===== src/hw/rtl/sdaf_pkg.sv =====
`timescale 1ns / 1ps
// ----------------------------------------------------------------------------
// sdaf_pkg: shared definitions of the signed decimal ASCII formatter
// Widths, character codes, the queue depth and the job record that passes
// from the input front end to the digit converter.
// ----------------------------------------------------------------------------
package sdaf_pkg;

    localparam int VALUE_W      = 32;
    localparam int MIN_DIGITS_W = 4;
    localparam int CHAR_W       = 8;
    localparam int DIGIT_W      = 4;

    localparam int MAX_DIGITS_DEF = 10;
    localparam int QUEUE_DEPTH    = 2;

    localparam logic [CHAR_W-1:0] CHR_ZERO  = 8'h30;
    localparam logic [CHAR_W-1:0] CHR_MINUS = 8'h2D;

    // ceil(2^35 / 10): floor(n * RECIP_10 / 2^35) equals n / 10 for any 32-bit n.
    localparam logic [VALUE_W-1:0] RECIP_10      = 32'hCCCC_CCCD;
    localparam int                 RECIP_SHIFT   = 35;

    typedef struct packed {
        logic                    neg;
        logic [VALUE_W-1:0]      mag;
        logic [MIN_DIGITS_W-1:0] min_digits;
    } job_t;

endpackage


===== src/hw/rtl/sdaf_front.sv =====
`timescale 1ns / 1ps
// ----------------------------------------------------------------------------
// sdaf_front: input front end
// Accepts numbers, splits each into sign and unsigned magnitude, and holds
// them in a short queue until the converter is free.
// ----------------------------------------------------------------------------
module sdaf_front (
    input  logic                                    clk,
    input  logic                                    rst_n,
    input  logic                                    in_valid,
    output logic                                    in_ready,
    input  logic signed [sdaf_pkg::VALUE_W-1:0]     value,
    input  logic        [sdaf_pkg::MIN_DIGITS_W-1:0] min_digits,
    output logic                                    job_valid,
    input  logic                                    job_ready,
    output sdaf_pkg::job_t                          job
);
    import sdaf_pkg::*;

    localparam int PTR_W = (QUEUE_DEPTH > 1) ? $clog2(QUEUE_DEPTH) : 1;
    localparam int CNT_W = $clog2(QUEUE_DEPTH + 1);

    job_t             entry_reg [QUEUE_DEPTH];
    logic [PTR_W-1:0] wr_ptr_reg, wr_ptr_next;
    logic [PTR_W-1:0] rd_ptr_reg, rd_ptr_next;
    logic [CNT_W-1:0] count_reg, count_next;

    job_t             in_job;
    logic             push;
    logic             pop;
    logic [VALUE_W-1:0] raw;

    // The magnitude is formed unsigned so that the most negative value fits.
    assign raw               = $unsigned(value);
    assign in_job.neg        = raw[VALUE_W-1];
    assign in_job.mag        = raw[VALUE_W-1] ? (VALUE_W'(0) - raw) : raw;
    assign in_job.min_digits = min_digits;

    assign in_ready  = (count_reg != CNT_W'(QUEUE_DEPTH));
    assign job_valid = (count_reg != '0);
    assign job       = entry_reg[rd_ptr_reg];
    assign push      = in_valid && in_ready;
    assign pop       = job_valid && job_ready;

    always_comb
    begin
        wr_ptr_next = wr_ptr_reg;
        rd_ptr_next = rd_ptr_reg;
        count_next  = count_reg;
        if (push)
        begin
            wr_ptr_next = (wr_ptr_reg == PTR_W'(QUEUE_DEPTH - 1)) ? '0 : wr_ptr_reg + 1'b1;
        end
        if (pop)
        begin
            rd_ptr_next = (rd_ptr_reg == PTR_W'(QUEUE_DEPTH - 1)) ? '0 : rd_ptr_reg + 1'b1;
        end
        if (push && !pop)
        begin
            count_next = count_reg + 1'b1;
        end
        else if (pop && !push)
        begin
            count_next = count_reg - 1'b1;
        end
    end

    always_ff @(posedge clk or negedge rst_n)
    begin
        if (!rst_n)
        begin
            wr_ptr_reg <= '0;
            rd_ptr_reg <= '0;
            count_reg  <= '0;
        end
        else
        begin
            wr_ptr_reg <= wr_ptr_next;
            rd_ptr_reg <= rd_ptr_next;
            count_reg  <= count_next;
        end
    end

    always_ff @(posedge clk)
    begin
        if (push)
        begin
            entry_reg[wr_ptr_reg] <= in_job;
        end
    end

endmodule


===== config.mk =====
export PLATFORM = sky130hd
export DESIGN_NAME = sdaf_front
export DESIGN_NICKNAME = d
export VERILOG_FILES = /design/src/hw/rtl/sdaf_pkg.sv /design/src/hw/rtl/sdaf_front.sv
export SDC_FILE = /design/constraint.sdc
export NUM_CORES = 1
export LEC_CHECK = 0
export BUFFER_PORTS_ARGS = -buffer_cell sky130_fd_sc_hd__buf_2
export CELL_PAD_IN_SITES_DETAIL_PLACEMENT = 0
export CELL_PAD_IN_SITES_GLOBAL_PLACEMENT = 1
export CORE_UTILIZATION = 48
export DETAILED_ROUTE_END_ITERATION = 10
export HOLD_SLACK_MARGIN = 0.06
export PLACE_DENSITY_LB_ADDON = 0.3
export SETUP_SLACK_MARGIN = 0.15
export SYNTH_ARGS = -nofsm -noshare
export SYNTH_HDL_FRONTEND = slang
export SYNTH_SLANG_ARGS = --single-unit

===== constraint.sdc =====
create_clock -name clk -period 5.5 [get_ports clk]
set_input_delay 1.1 -clock clk [delete_from_list [all_inputs] [get_ports clk]]
set_output_delay 1.1 -clock clk [all_outputs]
set_load 0.1 [all_outputs]

==> flow_metrics.tcl <==
set metrics [dict create \
    htree_levels 3 \
    synth_top_family_by_area "multiplexers" \
    clockBufferDepth 2 \
    cap_violations 0 \
    die_h_um 88.24 \
    fin_nets 355 \
    clkSinkCount 78 \
    gr-usage-met3_pct 5.690 \
    hold_start "count_reg[1]$_DFFE_PN0P_" \
    postLayoutCoreUtil_pct 58.93 \
    outcome "finished, final reports clean" \
    setup_tns_ns 0 \
    cts_buffers 9 \
    wl_um 6538 \
    n_fill_cell 617 \
    cp_top_family "flip-flops" \
    start_kind "register" \
    worst_hold_path.endpoint "count_reg[1]$_DFFE_PN0P_" \
    syn_nets 274 \
    setup_ws_ns 2.337 \
    gp_congestion 0.7697 \
    yosys_warnings 0 \
    numPortBuffers 78 \
    maxSlewHeadroom_pct 24.42 \
    cp_slowest_cell "dfrtp_2" \
    grt_pass1_wl_um 10050 \
    tritoncts "done" \
    end_kind "primary output" \
    n_antenna_cell 0 \
    crit_chain "mux2_2, buf_2" \
    cts_setup_buffers 0 \
    fin_crit_ns 3.163 \
    skew_ns 0.006459 \
    num_rows 31 \
    dieArea_mm2 0.007785 \
    fp.coreArea_mm2 0.007214 \
    initial_core_util_pct 49.48 \
    synthAdderAreaFrac_pct 0.7010 \
    hold_violations 0 \
    fmax_mhz 316.1 \
    hold_depth 1 \
    route.detailed.wl_per_inst_um 15.68 \
    cts.hold.buffers_added 0 \
    r2r_slack_ns 3.52 \
    grt-ovfl-total 0 \
    path_buf_inv 1 \
    mostFrequentLayoutCell "buf_2" \
    grt_setup_unrepaired "no" \
    num_io_pins 79 \
    ff2ff_path_depth 3 \
    largest_reg_flops 74 \
    drive_above_1_share_pct 44.65 \
    root_buffer "clkbuf_8" \
    drc 0 \
    grt_use_total_pct 17.91 \
    r2r_end "entry_reg[0][23]$_DFFE_PP_" \
    place_ws_ns 2.407 \
    final.period_utilization_pct 57.52 \
    path_max_fanout 38 \
    ant_nets 0 \
    die_w_um 88.24 \
    area_growth_pct 19.10 \
    ys_ff_latch 78 \
    syn_inst 232 \
    drv_slew 0 \
    critPathKind "reg -> out" \
    firstDrtPassIters 4 \
    required_ns 4.40 \
    setup_viol 0 \
    yosys.area_share.simple_pct 7.851 \
    max_stage_delay_ns 0.96 \
    synth_mux_area_share_pct 11.67 \
    drt_iter0_markers 87 \
    reg2reg_from "count_reg[0]$_DFFE_PN0P_" \
    num_vias 2144 \
    postSynthAreaPerCell_um2 15.39 \
    synth_xor_area_share_pct 8.342 \
    final_cell_mix "buf_2, edfxtp_1, mux2_2, xnor2_1, nand2_1" \
    syn_area_mm2 0.003570 \
    cp.arrival_ns 2.06 \
    busiest_layer "met2" \
    clkLatencyLatePin_ns 0.34 \
    grt_pass1_vias 2125 \
    synth_compound_area_share_pct 5.082 \
    tightest_slew_ns 1.131 \
    met1_usage_pct 22.22 \
    antenna_found_initial 0 \
    hp-class "reg -> reg" \
    ys_types 30 \
    vias_per_cell 5.141 \
    seq_area_frac_synth_pct 65.05 \
    grt_max_degree 39 \
    path_clk_slew_ns 0.08 \
    cts_resized 0 \
    hpwlAfterDp_um 4311 \
    grtUsageMet2_pct 29.02 \
]
-- Yosys cell counts --
library cell / n / area, um2
buf_1: 3 / 11.26
o21ai_0: 6 / 30.03
dfrtp_1: 4 / 100.1
ha_1: 2 / 25.02
nand2_1: 15 / 56.30
nor4_2: 2 / 25.02
nor4_4: 1 / 21.27
xor2_1: 2 / 17.52
or2_2: 2 / 12.51
inv_1: 4 / 15.01
or3_4: 2 / 22.52
nor3_1: 3 / 15.01
and3_1: 1 / 6.260
nand4_1: 3 / 18.77
or3_1: 2 / 12.51
nor3_2: 1 / 10.01
edfxtp_1: 74 / 2222
nand3_1: 2 / 10.01
o41ai_1: 6 / 52.55
o31ai_1: 11 / 82.58
nand2b_1: 2 / 12.51
xnor2_1: 32 / 280.3
buf_2: 1 / 5.000
nor4b_2: 1 / 15.01
o41ai_2: 1 / 16.27
clkbuf_1: 4 / 15.01
mux2_2: 37 / 416.7
nor2_1: 6 / 22.52
nor4bb_1: 1 / 10.01
nand3_2: 1 / 10.01
-- metal layers --
metal,up-vias,share of wire (%)
li1,1047,-
met1,1016,44
met2,72,49
met3,9,5.6
met4,0,1.6
met5,-,0
-- worst reg2reg max path: cells and delay by family, from the launching register on --
| family | cells | cell delay [ns] |
|---|---|---|
| simple gates | 3 | 1.16 |
| flops | 1 | 0.41 |
-- stage by stage --
stage / hold slack [ns] / area [um2] / std cells
after floorplan: 0.4566 / 3570 / 232
after global placement: 0.4778 / 4063 / 401
after detailed placement: 0.5191 / 4063 / 401
after CTS: 0.5259 / 4252 / 417
after global routing: 0.5170 / 4252 / 417
final: 0.5226 / 4252 / 417
-- area by class of cell --
cell class	count	area (um2)	area share, %
Multi-Input combinational cell	142	1210	28.46
Sequential cell	78	2323	54.65
Clock buffer	10	127.6	3.002
Timing Repair Buffer	78	390.4	9.182
Clock inverter	6	61.31	1.442
Tap cell	99	123.9	2.913
Inverter	4	15.01	0.3531
-- how the worst max path moves through the flow --
| stage | start | to | depth (start not counted) | slack, ns |
|---|---|---|---|---|
| finish | rd_ptr_reg$_DFFE_PN0P_ | job[27] | 2 | 2.34 |
| global route | rd_ptr_reg$_DFFE_PN0P_ | job[27] | 2 | 2.22 |
| CTS | rd_ptr_reg$_DFFE_PN0P_ | job[35] | 2 | 2.29 |
| detailed placement | value[8] | entry_reg[0][19]$_DFFE_PP_ | 5 | 2.41 |
| global placement | value[8] | entry_reg[0][29]$_DFFE_PP_ | 5 | 2.54 |
| floorplan | count_reg[0]$_DFFE_PN0P_ | entry_reg[0][0]$_DFFE_PP_ | 3 | 2.02 |
-- cell families (layout without fill, tap and decap cells) --
| logic type | after synthesis | in the layout |
|---|---|---|
| DFF | 78 | 78 |
| and+or+nand+nor | 45 | 45 |
| muxes | 37 | 37 |
| xor gates and xnor gates | 34 | 34 |
| AOI/OAI and AO/OA | 24 | 24 |
| buffers and inverters | 12 | 98 |
| adders and majority gates | 2 | 2 |
Power is not shown: default switching activity piles up to over one toggle a cycle in this logic, so the estimate is an artifact.
